[src/hw/rtl/bdq_pkg.sv]
package bdq_pkg;

    localparam int DEPTH      = 16;
    localparam int DATA_WIDTH = 32;

    localparam int ADDR_W   = $clog2(DEPTH);
    localparam int CNT_W    = $clog2(DEPTH + 1);
    localparam int CMD_W    = 3;
    localparam int VALUE_W  = 32;
    localparam int STATUS_W = 2;
    localparam int COUNT_W  = 5;

    localparam logic [CMD_W-1:0] CMD_PUSH_FRONT = 3'd0;
    localparam logic [CMD_W-1:0] CMD_PUSH_BACK  = 3'd1;
    localparam logic [CMD_W-1:0] CMD_POP_FRONT  = 3'd2;
    localparam logic [CMD_W-1:0] CMD_POP_BACK   = 3'd3;
    localparam logic [CMD_W-1:0] CMD_REMOVE     = 3'd4;

    localparam logic [STATUS_W-1:0] ST_DONE    = 2'd0;
    localparam logic [STATUS_W-1:0] ST_EMPTY   = 2'd1;
    localparam logic [STATUS_W-1:0] ST_NOMATCH = 2'd2;
    localparam logic [STATUS_W-1:0] ST_FULL    = 2'd3;

endpackage

[src/hw/rtl/bounded_deque_with_remove_by_value.sv]
// Bounded deque of up to DEPTH signed entries held in a ring buffer in one
// single-port-read RAM. Every command returns exactly one result: a status
// and the entry count after the command. Pushes, pops and unknown commands
// finish in the cycle they are accepted, so one such command can be taken
// every cycle while the output is not stalled; the result is then registered
// into the output register. A remove-by-value walks the store from the
// front, a RAM read and then a compare per entry examined, then closes the
// gap behind the first match by a read and then a write back per entry moved;
// the RAM read is registered. While a walk is in progress, or while a
// finished result cannot enter an output register that is still held by a
// stalled transaction, req_stall stays high.
module bounded_deque_with_remove_by_value
    import bdq_pkg::*;
(
    input  logic                clk,
    input  logic                rst_n,
    input  logic                req_valid,
    output logic                req_stall,
    input  logic [CMD_W-1:0]    cmd,
    input  logic signed [VALUE_W-1:0] value,
    output logic                rsp_valid,
    input  logic                rsp_stall,
    output logic [STATUS_W-1:0] status,
    output logic [COUNT_W-1:0]  count
);

    localparam logic [2:0] S_IDLE = 3'd0;
    localparam logic [2:0] S_SRD  = 3'd1;
    localparam logic [2:0] S_SCMP = 3'd2;
    localparam logic [2:0] S_MRD  = 3'd3;
    localparam logic [2:0] S_MWR  = 3'd4;
    localparam logic [2:0] S_HOLD = 3'd5;

    localparam logic [CNT_W-1:0] CNT_FULL = CNT_W'(DEPTH);

    function automatic logic [ADDR_W-1:0] ring_add(input logic [ADDR_W-1:0] a,
                                                   input logic [CNT_W-1:0] b);
        logic [CNT_W:0] s;
        s = (CNT_W + 1)'(a) + (CNT_W + 1)'(b);
        if (s >= (CNT_W + 1)'(DEPTH))
        begin
            s = s - (CNT_W + 1)'(DEPTH);
        end
        return s[ADDR_W-1:0];
    endfunction

    logic [2:0]            state_reg, state_next;
    logic [ADDR_W-1:0]     front_reg, front_next;
    logic [CNT_W-1:0]      cnt_reg, cnt_next;
    logic [ADDR_W-1:0]     off_reg, off_next;
    logic [DATA_WIDTH-1:0] val_reg, val_next;
    logic                  rsp_valid_reg, rsp_valid_next;
    logic [STATUS_W-1:0]   status_reg, status_next;
    logic [CNT_W-1:0]      count_reg, count_next;
    logic [STATUS_W-1:0]   pend_reg, pend_next;

    logic                  mem_we, mem_re;
    logic [ADDR_W-1:0]     mem_waddr, mem_raddr;
    logic [DATA_WIDTH-1:0] mem_wdata, mem_rdata;

    logic                  req_accept;
    logic                  rsp_free;
    logic                  fin;
    logic [STATUS_W-1:0]   fin_status;
    logic [CNT_W:0]        off_inc1, off_inc2;

    bdq_ram #(
        .WIDTH (DATA_WIDTH),
        .DEPTH (DEPTH)
    ) u_ram (
        .clk   (clk),
        .we    (mem_we),
        .waddr (mem_waddr),
        .wdata (mem_wdata),
        .re    (mem_re),
        .raddr (mem_raddr),
        .rdata (mem_rdata)
    );

    assign req_stall  = (state_reg != S_IDLE);
    assign req_accept = req_valid && !req_stall;
    assign rsp_free   = !rsp_valid_reg || !rsp_stall;
    assign off_inc1   = (CNT_W + 1)'(off_reg) + (CNT_W + 1)'(1);
    assign off_inc2   = (CNT_W + 1)'(off_reg) + (CNT_W + 1)'(2);

    always_comb
    begin
        state_next     = state_reg;
        front_next     = front_reg;
        cnt_next       = cnt_reg;
        off_next       = off_reg;
        val_next       = val_reg;
        rsp_valid_next = rsp_valid_reg;
        status_next    = status_reg;
        count_next     = count_reg;
        pend_next      = pend_reg;
        mem_we         = 1'b0;
        mem_re         = 1'b0;
        mem_waddr      = ring_add(front_reg, CNT_W'(off_reg));
        mem_raddr      = ring_add(front_reg, CNT_W'(off_reg));
        mem_wdata      = mem_rdata;
        fin            = 1'b0;
        fin_status     = ST_DONE;

        if (rsp_valid_reg && !rsp_stall)
        begin
            rsp_valid_next = 1'b0;
        end

        unique case (state_reg)
            S_IDLE:
            begin
                if (req_accept)
                begin
                    val_next = DATA_WIDTH'(value);
                    fin      = 1'b1;
                    unique case (cmd)
                        CMD_PUSH_FRONT:
                        begin
                            if (cnt_reg >= CNT_FULL)
                            begin
                                fin_status = ST_FULL;
                            end
                            else
                            begin
                                mem_we     = 1'b1;
                                mem_waddr  = ring_add(front_reg, CNT_W'(DEPTH - 1));
                                mem_wdata  = DATA_WIDTH'(value);
                                front_next = ring_add(front_reg, CNT_W'(DEPTH - 1));
                                cnt_next   = cnt_reg + CNT_W'(1);
                            end
                        end
                        CMD_PUSH_BACK:
                        begin
                            if (cnt_reg >= CNT_FULL)
                            begin
                                fin_status = ST_FULL;
                            end
                            else
                            begin
                                mem_we    = 1'b1;
                                mem_waddr = ring_add(front_reg, cnt_reg);
                                mem_wdata = DATA_WIDTH'(value);
                                cnt_next  = cnt_reg + CNT_W'(1);
                            end
                        end
                        CMD_POP_FRONT:
                        begin
                            if (cnt_reg == '0)
                            begin
                                fin_status = ST_EMPTY;
                            end
                            else
                            begin
                                front_next = ring_add(front_reg, CNT_W'(1));
                                cnt_next   = cnt_reg - CNT_W'(1);
                            end
                        end
                        CMD_POP_BACK:
                        begin
                            if (cnt_reg == '0)
                            begin
                                fin_status = ST_EMPTY;
                            end
                            else
                            begin
                                cnt_next = cnt_reg - CNT_W'(1);
                            end
                        end
                        CMD_REMOVE:
                        begin
                            if (cnt_reg == '0)
                            begin
                                fin_status = ST_EMPTY;
                            end
                            else
                            begin
                                fin        = 1'b0;
                                off_next   = '0;
                                state_next = S_SRD;
                            end
                        end
                        default:
                        begin
                            fin_status = ST_DONE;
                        end
                    endcase
                end
            end
            S_SRD:
            begin
                mem_re     = 1'b1;
                state_next = S_SCMP;
            end
            S_SCMP:
            begin
                if (mem_rdata == val_reg)
                begin
                    if (off_inc1 < (CNT_W + 1)'(cnt_reg))
                    begin
                        state_next = S_MRD;
                    end
                    else
                    begin
                        cnt_next = cnt_reg - CNT_W'(1);
                        fin      = 1'b1;
                    end
                end
                else if (off_inc1 == (CNT_W + 1)'(cnt_reg))
                begin
                    fin        = 1'b1;
                    fin_status = ST_NOMATCH;
                end
                else
                begin
                    off_next   = off_inc1[ADDR_W-1:0];
                    state_next = S_SRD;
                end
            end
            S_MRD:
            begin
                // fetch the entry behind the hole
                mem_re     = 1'b1;
                mem_raddr  = ring_add(front_reg, off_inc1[CNT_W-1:0]);
                state_next = S_MWR;
            end
            S_MWR:
            begin
                mem_we   = 1'b1;
                off_next = off_inc1[ADDR_W-1:0];
                if (off_inc2 < (CNT_W + 1)'(cnt_reg))
                begin
                    state_next = S_MRD;
                end
                else
                begin
                    cnt_next = cnt_reg - CNT_W'(1);
                    fin      = 1'b1;
                end
            end
            S_HOLD:
            begin
                if (rsp_free)
                begin
                    rsp_valid_next = 1'b1;
                    status_next    = pend_reg;
                    count_next     = cnt_reg;
                    state_next     = S_IDLE;
                end
            end
            default:
            begin
                state_next = S_IDLE;
            end
        endcase

        if (fin)
        begin
            if (rsp_free)
            begin
                rsp_valid_next = 1'b1;
                status_next    = fin_status;
                count_next     = cnt_next;
                state_next     = S_IDLE;
            end
            else
            begin
                pend_next  = fin_status;
                state_next = S_HOLD;
            end
        end
    end

    always_ff @(posedge clk or negedge rst_n)
    begin
        if (!rst_n)
        begin
            state_reg     <= S_IDLE;
            front_reg     <= '0;
            cnt_reg       <= '0;
            off_reg       <= '0;
            rsp_valid_reg <= 1'b0;
        end
        else
        begin
            state_reg     <= state_next;
            front_reg     <= front_next;
            cnt_reg       <= cnt_next;
            off_reg       <= off_next;
            rsp_valid_reg <= rsp_valid_next;
        end
    end

    always_ff @(posedge clk)
    begin
        val_reg    <= val_next;
        status_reg <= status_next;
        count_reg  <= count_next;
        pend_reg   <= pend_next;
    end

    assign rsp_valid = rsp_valid_reg;
    assign status    = status_reg;
    assign count     = COUNT_W'(count_reg);

`ifndef SYNTHESIS
    a_cnt_bound: assert property (@(posedge clk) disable iff (!rst_n)
        cnt_reg <= CNT_FULL)
        else $error("entry count above depth");

    a_no_rw_same_cycle: assert property (@(posedge clk) disable iff (!rst_n)
        !(mem_we && mem_re))
        else $error("RAM read and write in the same cycle");

    a_push_counts: assert property (@(posedge clk) disable iff (!rst_n)
        req_accept && (cmd == CMD_PUSH_FRONT || cmd == CMD_PUSH_BACK)
        && cnt_reg < CNT_FULL |=> cnt_reg == $past(cnt_reg) + CNT_W'(1))
        else $error("push did not grow the count");

    a_pop_empty: assert property (@(posedge clk) disable iff (!rst_n)
        req_accept && (cmd == CMD_POP_FRONT || cmd == CMD_POP_BACK)
        && cnt_reg == '0 && rsp_free |=> rsp_valid_reg && status_reg == ST_EMPTY)
        else $error("pop on empty store not flagged");
`endif

endmodule

[src/hw/rtl/bdq_ram.sv]
module bdq_ram #(
    parameter int WIDTH = 32,
    parameter int DEPTH = 16
) (
    input  logic                     clk,
    input  logic                     we,
    input  logic [$clog2(DEPTH)-1:0] waddr,
    input  logic [WIDTH-1:0]         wdata,
    input  logic                     re,
    input  logic [$clog2(DEPTH)-1:0] raddr,
    output logic [WIDTH-1:0]         rdata
);

    logic [WIDTH-1:0] mem [DEPTH];

    always_ff @(posedge clk)
    begin
        if (we)
        begin
            mem[waddr] <= wdata;
        end
        if (re)
        begin
            rdata <= mem[raddr];
        end
    end

endmodule
[config.mk]
export PLATFORM = sky130hd
export DESIGN_NAME = bounded_deque_with_remove_by_value
export DESIGN_NICKNAME = d
export VERILOG_FILES = /design/src/hw/rtl/bdq_pkg.sv /design/src/hw/rtl/bounded_deque_with_remove_by_value.sv /design/src/hw/rtl/bdq_ram.sv
export SDC_FILE = /design/constraint.sdc
export NUM_CORES = 1
export LEC_CHECK = 0
export BUFFER_PORTS_ARGS = -buffer_cell sky130_fd_sc_hd__buf_2
export CORE_ASPECT_RATIO = 2
export CORE_MARGIN = 10
export CORE_UTILIZATION = 30
export DETAILED_ROUTE_END_ITERATION = 8
export GPL_TIMING_DRIVEN = 0
export SYNTH_ARGS = -nofsm -noshare
export SYNTH_HDL_FRONTEND = slang
export SYNTH_SLANG_ARGS = --single-unit
[constraint.sdc]
create_clock -name clk -period 12.1 [get_ports clk]
set_input_delay 0 -clock clk [delete_from_list [all_inputs] [get_ports clk]]
set_output_delay 0 -clock clk [all_outputs]
set_load 0.02 [all_outputs]
==> metrics.log, run 1 <==
[metrics] FILL cells: 7691
[metrics] quantity of hold-fixing buffers added after cts: 39
[metrics] element type at the critical path start: flop
[metrics] cell chosen for the clock root: sky130_fd_sc_hd__clkbuf_16
[metrics] count of pins on the block boundary: 48
[metrics] number of library cell types mapped by synthesis: 68
[metrics] average cell area after synthesis: 18.3 sq um
[metrics] capturing element type of the critical path: flop
[metrics] cell count after synthesis: 1362
[metrics] vias per std cell: 5.05
[metrics] share of synthesized area occupied by flip-flops and latches: 72.1%
[metrics] unrepaired setup endpoints after global routing: no
[metrics] CTS clk-pin slew, worst paths: 0.07 ns
[metrics] worst setup path class: reg2reg
[metrics] x dimension of the die: 224 um
[metrics] vias after detailed routing: 13.2k
[metrics] Sink Count: 602
[metrics] max reg flops: 512
[metrics] H-tree level count: 2
[metrics] number of max-capacitance violations reported: 0
[metrics] detailed-placement wirelength estimate: 45.5 mm
[metrics] total routed wirelength: 65.8 mm
[metrics] final cycle utilization of the critical path: 35.7%
[metrics] combined area of all synthesized cells: 0.0249 sq mm
[metrics] endpoint required time on the critical path: 12.41 ns
[metrics] shortest period the worst path allows: 4.31 ns
[metrics] Top FF cell, synth: sky130_fd_sc_hd__edfxtp_1
[metrics] Port Buf Inserts: 47
[metrics] total iterations of the first detailed-routing run: 5
[metrics] total of endpoints with negative setup slack in the final report: 0
[metrics] mean routed wirelength per cell: 25.2 um
[metrics] Fin. Hold Viols: 0
[metrics] CTS tree: yes
[metrics] core area: 0.0824 sq mm
[metrics] register bit total from synthesis: 602
[metrics] Tot GR Track Use: 13.6%
[metrics] initial standard-cell utilization of the core: 30.2%
[metrics] total DRC errors in the routed layout: 0
[metrics] max-slew violations: 0
[metrics] number of antenna-violating nets in the routed design: 0
[metrics] tightest slew margin relative to the limit: 28.9%
[metrics] first-pass GRT wire length: 95.8 mm
[metrics] Critical Path AT: 4.62 ns
[metrics] number of global-route vias before repair: 14.0k
[metrics] DRT iter0 DRCs: 1017
[metrics] largest clock skew in the final design: 0.0360 ns
[metrics] die area: 0.0955 sq mm
[metrics] standby leakage power: 9.61 nW
[metrics] weighted congestion at the end of routability-driven global placement: 0.830
[metrics] number of placement rows: 149
[metrics] number of enable flip-flop cells after synthesis: 578
[metrics] VDD IR-drop max: 153 uV
[metrics] total cell area at the placement stage: 0.0269 sq mm
[metrics] number of buffers inserted by post-CTS setup repair: 0
[metrics] area added between synthesis and finish: 16.9%
[metrics] die height: 427 um
[metrics] fraction of registers with async set/reset: 2.82%
[metrics] final net count: 1587
[metrics] Clock Path Buffers: 3
[metrics] Total Neg Setup Slack: 0 ns
[metrics] cell area after layout: 0.0291 sq mm
[metrics] layout cells sized above 1: 21.8%
[metrics] GRT overflow: 0
[metrics] worst-path maximum fanout: 10
[metrics] path class of the lowest-slack min-delay path: in2reg
[metrics] Pwr per Cell Area: 313 mW/mm^2
[metrics] pin count of the biggest net entering global routing: 33
[metrics] antenna violations before repair: 1
[metrics] Mapped Nets: 1430
[metrics] number of instances resized during post-cts repair: 0
[metrics] outcome: complete, no violations
[metrics] CTS buffer count: 50
[metrics] Warnings, synthesis: 0
[metrics] maximum clock rate: 232 MHz
[metrics] Clock Latency Late Sink: 0.61 ns
[metrics] measured slew at the worst slew-check pin: 1.06 ns
## worst paths after layout
path                            startpoint         endpoint  slack [ns]  depth (start not counted)
worst max-delay path            off_reg[1]  u_ram.rdata[25]        7.79                          8
worst min-delay path                cmd[1]      pend_reg[0]        0.07                          6
worst max register to register  off_reg[1]  u_ram.rdata[25]        7.79                          8
worst min register to register   status[0]        status[0]        0.46                          2
max in group asynchronous            rst_n       off_reg[2]       10.89                          3
min in group asynchronous            rst_n       cnt_reg[4]        0.63                          3
## worst max-delay path: stages (launching register included)
cell and delay (ns):
sky130_fd_sc_hd__dfrtp_1 0.49, sky130_fd_sc_hd__ha_1 0.43, sky130_fd_sc_hd__fa_1 0.41, sky130_fd_sc_hd__xor2_1 0.15, sky130_fd_sc_hd__o21ai_1 0.81, sky130_fd_sc_hd__clkbuf_1 0.68
sky130_fd_sc_hd__buf_2 0.48, sky130_fd_sc_hd__mux2i_1 0.42, sky130_fd_sc_hd__a21oi_1 0.13
## through the flow
| stage | hold WS [ns] | std cells | utilization, % | worst slack, ns | power, W |
|---|---|---|---|---|---|
| 6_report | 0.0738 | 2618 | 35.3 | 7.79 | 0.00909 |
| 5_1_grt | 0.149 | 2618 | 35.3 | 7.67 | 0.00955 |
| 4_1_cts | 0.0359 | 2617 | 35.3 | 7.70 | 0.00923 |
| 3_5_place_dp | -0.00958 | 2485 | 32.7 | 7.74 | 0.00750 |
| 3_3_place_gp | -0.0227 | 2466 | 32.1 | 5.92 | 0.00739 |
| 2_1_floorplan | -0.296 | 1362 | - | 8.32 | 0.00605 |
## report_power, final
part | total [W] | internal, W | switching (W)
registers | 0.00299 | 0.00286 | 0.000123
clock network | 0.00171 | 0.000952 | 0.000762
logic | 0.00439 | 0.00184 | 0.00255
total | 0.00909 | 0.00565 | 0.00344
## kinds of logic after synthesis
| kind of cell | synth area share [%] |
|---|---|
| buffers and inverters | 1.60 |
| AOI/OAI and AO/OA | 4.31 |
| muxes | 13.0 |
| xor gates and xnor gates | 2.05 |
| and+or+nand+nor | 5.39 |
| DFF | 72.1 |
| adders and majority gates | 1.55 |
## placed cells by master (no fill, tap or decap), drive strengths merged, types with 34 or more instances in the layout
cell type	n
edfxtp	578
xnor2	43
a21oi	62
dlygate4sd3	39
nor2	34
clkbuf	94
a211oi	37
nand2	127
nor2b	38
mux2i	35
buf	99
mux4	128
## routing by layer
layer | GRT usage (%) | vias up | part of all wire [%]
li1 | - | 5749 | -
met1 | 14.4 | 6919 | 35
met2 | 26.6 | 429 | 57
met3 | 1.26 | 126 | 4.0
met4 | 5.60 | 0 | 3.8
met5 | 0 | - | 0
## cell usage after synthesis, drive strengths merged (5+ instances only)
library cell	count	share of area, %
dfxtp	7	0.56
mux4	128	12
a21oi	62	1.2
and3	12	0.30
nor3	8	0.20
nand3	10	0.20
o21ai	16	0.37
inv	18	0.27
nand2b	6	0.15
a21o	9	0.27
dfrtp	17	1.7
mux2i	35	1.4
buf	33	0.86
nand4	12	0.30
clkbuf	31	0.47
nand2	127	1.9
a211oi	37	1.1
nor2b	38	0.97
a31oi	5	0.13
ha	26	1.3
xnor2	43	1.6
xor2	11	0.46
nor2	34	0.51
edfxtp	578	70
## final cells by class
type,count,area [sq um],area share [%]
clock buffers,63,1390,4.77
clock inverters,30,354,1.22
diodes,1,2.50,0.00861
repair buffers,105,1020,3.51
plain buffers,64,329,1.13
flip-flops and latches,602,17900,61.7
multi-input cells,678,6650,22.9
inverters,18,67.6,0.233
well taps,1057,1320,4.55
No activity file was read; power rests on OpenSTA's default activity.
==> inputs of run 2 (changes only) <==
clock period = 4.05 ns   (was 12.1 ns; I/O delays follow)
==> run 2 against run 1 <==
Against the previous run:
- final cell count hardly changed
- worst hold slack got worse by 0.00079 ns
- sequential share of layout area fell by 0.053 points
- critical endpoint unchanged
- utilization hardly changed
- sequential cell count unchanged
- register-to-register slack got worse by 7.6 ns
- total power grew to 3.0 times the previous value
- critical path depth up 1
- global-route usage hardly changed
- count of clock-buffer cells in the layout is the same
==> metrics.log, run 2 (synthesis gave the netlist of run 1 again) <==
[metrics] CTS buffer count: 50 (unchanged)
[metrics] maximum clock rate: 258 MHz (+11%)
[metrics] buffering stage count on the worst path with inverters included: 3 (+1)
[metrics] unrepaired setup endpoints after global routing: no
[metrics] CP max stage delay: 0.49 ns (-0.32 ns)
[metrics] CTS clk-pin slew, worst paths: 0.07 ns (about the same)
[metrics] die area: 0.0955 sq mm (unchanged)
[metrics] outcome: complete, no violations
[metrics] shortest period the worst path allows: 3.88 ns (-0.438 ns)
[metrics] count of pins on the block boundary: 48 (unchanged)
[metrics] Max stage delay cell, worst path: sky130_fd_sc_hd__dfrtp_1
[metrics] weighted congestion at the end of routability-driven global placement: 0.830 (unchanged)
[metrics] Sink Count: 602 (unchanged)
[metrics] tightest slew margin relative to the limit: 35.1% (+6.3 points)
[metrics] total routed wirelength: 65.8 mm (about the same)
[metrics] first-pass GRT wire length: 95.9 mm (about the same)
[metrics] cell area after layout: 0.0291 sq mm (about the same)
[metrics] largest clock skew in the final design: 0.0385 ns (+0.00247 ns)
[metrics] number of global-route vias before repair: 14.0k (+0.029%)
[metrics] most common cell after layout, fill and taps aside: sky130_fd_sc_hd__edfxtp_1
[metrics] x dimension of the die: 224 um (unchanged)
[metrics] pin count of the biggest net entering global routing: 33 (unchanged)
[metrics] kind of cell with the highest combined delay on the critical path: multiplexers
[metrics] DRT iter0 DRCs: 1090 (+7.2%)
[metrics] cell chosen for the clock root: sky130_fd_sc_hd__clkbuf_16
[metrics] total DRC errors in the routed layout: 0 (unchanged)
[metrics] measured slew at the worst slew-check pin: 0.970 ns (-0.0901 ns)
[metrics] Port Buf Inserts: 47 (unchanged)
[metrics] total cell area at the placement stage: 0.0269 sq mm (unchanged)
[metrics] worst-path maximum fanout: 10 (unchanged)
[metrics] FILL cells: 7686 (-0.065%)
[metrics] CTS tree: yes
[metrics] most frequent cells in the layout: 578 x sky130_fd_sc_hd__edfxtp_1, 128 x sky130_fd_sc_hd__mux4_2, 125 x sky130_fd_sc_hd__nand2_1
[metrics] path class of the lowest-slack min-delay path: in2reg
[metrics] vias after detailed routing: 13.3k (+0.41%)
[metrics] final cycle utilization of the critical path: 95.7% (+60 points)
[metrics] standby leakage power: 9.63 nW (+0.16%)
[metrics] Total Neg Setup Slack: 0 ns (unchanged)
[metrics] layout cells sized above 1: 22.0% (+0.24 points)
[metrics] Tot GR Track Use: 13.6% (about the same)
[metrics] die height: 427 um (unchanged)
[metrics] number of antenna-violating nets in the routed design: 0 (unchanged)
[metrics] total iterations of the first detailed-routing run: 7 (+2)
[metrics] endpoint required time on the critical path: 4.36 ns (-8.05 ns)
[metrics] H-tree level count: 2 (unchanged)
[metrics] Fin. Hold Viols: 0 (unchanged)
[metrics] Clock Latency Late Sink: 0.61 ns (about the same)
[metrics] VDD IR-drop max: 456 uV (+200%)
[metrics] number of max-capacitance violations reported: 0 (unchanged)
[metrics] final net count: 1588 (+0.063%)
[metrics] worst setup path class: reg2reg
[metrics] Pwr per Cell Area: 935 mW/mm^2 (+200%)
[metrics] detailed-placement wirelength estimate: 45.5 mm (unchanged)
[metrics] initial standard-cell utilization of the core: 30.2% (unchanged)
[metrics] number of placement rows: 149 (unchanged)
[metrics] Critical Path AT: 4.18 ns (-0.44 ns)
[metrics] area added between synthesis and finish: 17.0% (about the same)
[metrics] max reg flops: 512 (unchanged)
[metrics] antenna violations before repair: 1 (unchanged)
[metrics] Clock Path Buffers: 3 (unchanged)
[metrics] GRT overflow: 0 (unchanged)
[metrics] max-slew violations: 0 (unchanged)
[metrics] core area: 0.0824 sq mm (unchanged)
[metrics] vias per std cell: 5.07 (+0.37%)
[metrics] mean routed wirelength per cell: 25.1 um (about the same)
[metrics] element type at the critical path start: flop
[metrics] capturing element type of the critical path: flop
[metrics] sequence of cells on the critical path: ha_1 -> fa_1 -> mux2i_1 -> buf_4 -> buf_2 -> buf_2 -> mux4_2 -> mux2i_1 -> a21oi_1
[metrics] total of endpoints with negative setup slack in the final report: 0 (unchanged)
-- run 2: changes by cell type in the layout (fill, tap and decap cells not counted), sizes merged --
| cell | previous run | this run |
|---|---|---|
| clkdlybuf4s15 | 0 | 1 |
| clkbuf | 94 | 95 |
| buf | 99 | 98 |
-- run 2: timing repair --
action / in CTS / in global routing
buffers inserted: 1 / 0
endpoints found under the hold margin: 56 / 0
setup endpoints to repair: 31 / 1
hold buffers: 39 / 0
gates resized for setup: 5 / 1
pin swaps: 0 / 0
-- run 2: layer usage --
| layer | global-route usage, % | wire length [um] |
|---|---|---|
| met1 | 14.4 | 23500 |
| met2 | 26.6 | 37400 |
| met3 | 1.26 | 2430 |
| met4 | 5.62 | 2510 |
| met5 | 0 | 0 |
-- run 2: final timing paths --
kind | from | slack [ns] | to | depth (start not counted)
setup reg to reg | off_reg[1] | 0.17 | u_ram.rdata[25] | 9
max in group asynchronous | rst_n | 2.81 | off_reg[2] | 3
hold / removal | cmd[1] | 0.07 | pend_reg[0] | 6
hold reg to reg | status[0] | 0.46 | status[0] | 2
min in group asynchronous | rst_n | 0.64 | cnt_reg[4] | 3
setup / recovery | off_reg[1] | 0.17 | u_ram.rdata[25] | 9
-- run 2: layout make-up --
class / count / area [sq um] / area share (%)
tap: 1057 / 1320 / 4.55
antenna: 1 / 2.50 / 0.00861
sequential: 602 / 17900 / 61.6
clock buffer: 63 / 1390 / 4.77
clock inverter: 30 / 354 / 1.22
buffer: 64 / 343 / 1.18
inverter: 18 / 67.6 / 0.232
multi-input combinational: 678 / 6650 / 22.9
timing repair buffer: 106 / 1030 / 3.54
-- run 2: power breakdown --
part / internal, W / leakage [nW] / switching, W / total [W]
registers: 0.00855 / 5.50 / 0.000368 / 0.00892
logic: 0.00553 / 3.27 / 0.00763 / 0.0132
clock network: 0.00284 / 0.855 / 0.00228 / 0.00512
-- run 2: worst reg2reg max path, delay by kind of cell (launching register included) --
kind	cells	cell delay, ns
muxes	3	1.05
buffers and inverters	3	1.00
adders and majority gates	2	0.89
DFF	1	0.49
AOI/OAI and AO/OA	1	0.14
-- run 2: metrics by stage --
stage	total power, W	cells	utilization [%]	hold slack [ns]	setup WS (ns)
2_1_floorplan	0.0181	1362	-	-0.296	0.274
3_3_place_gp	0.0221	2466	32.1	-0.0227	-2.13
3_5_place_dp	0.0224	2485	32.7	-0.00958	-0.309
4_1_cts	0.0276	2618	35.3	0.0359	0.0532
5_1_grt	0.0286	2619	35.3	0.149	0.0493
6_report	0.0272	2619	35.3	0.0731	0.173
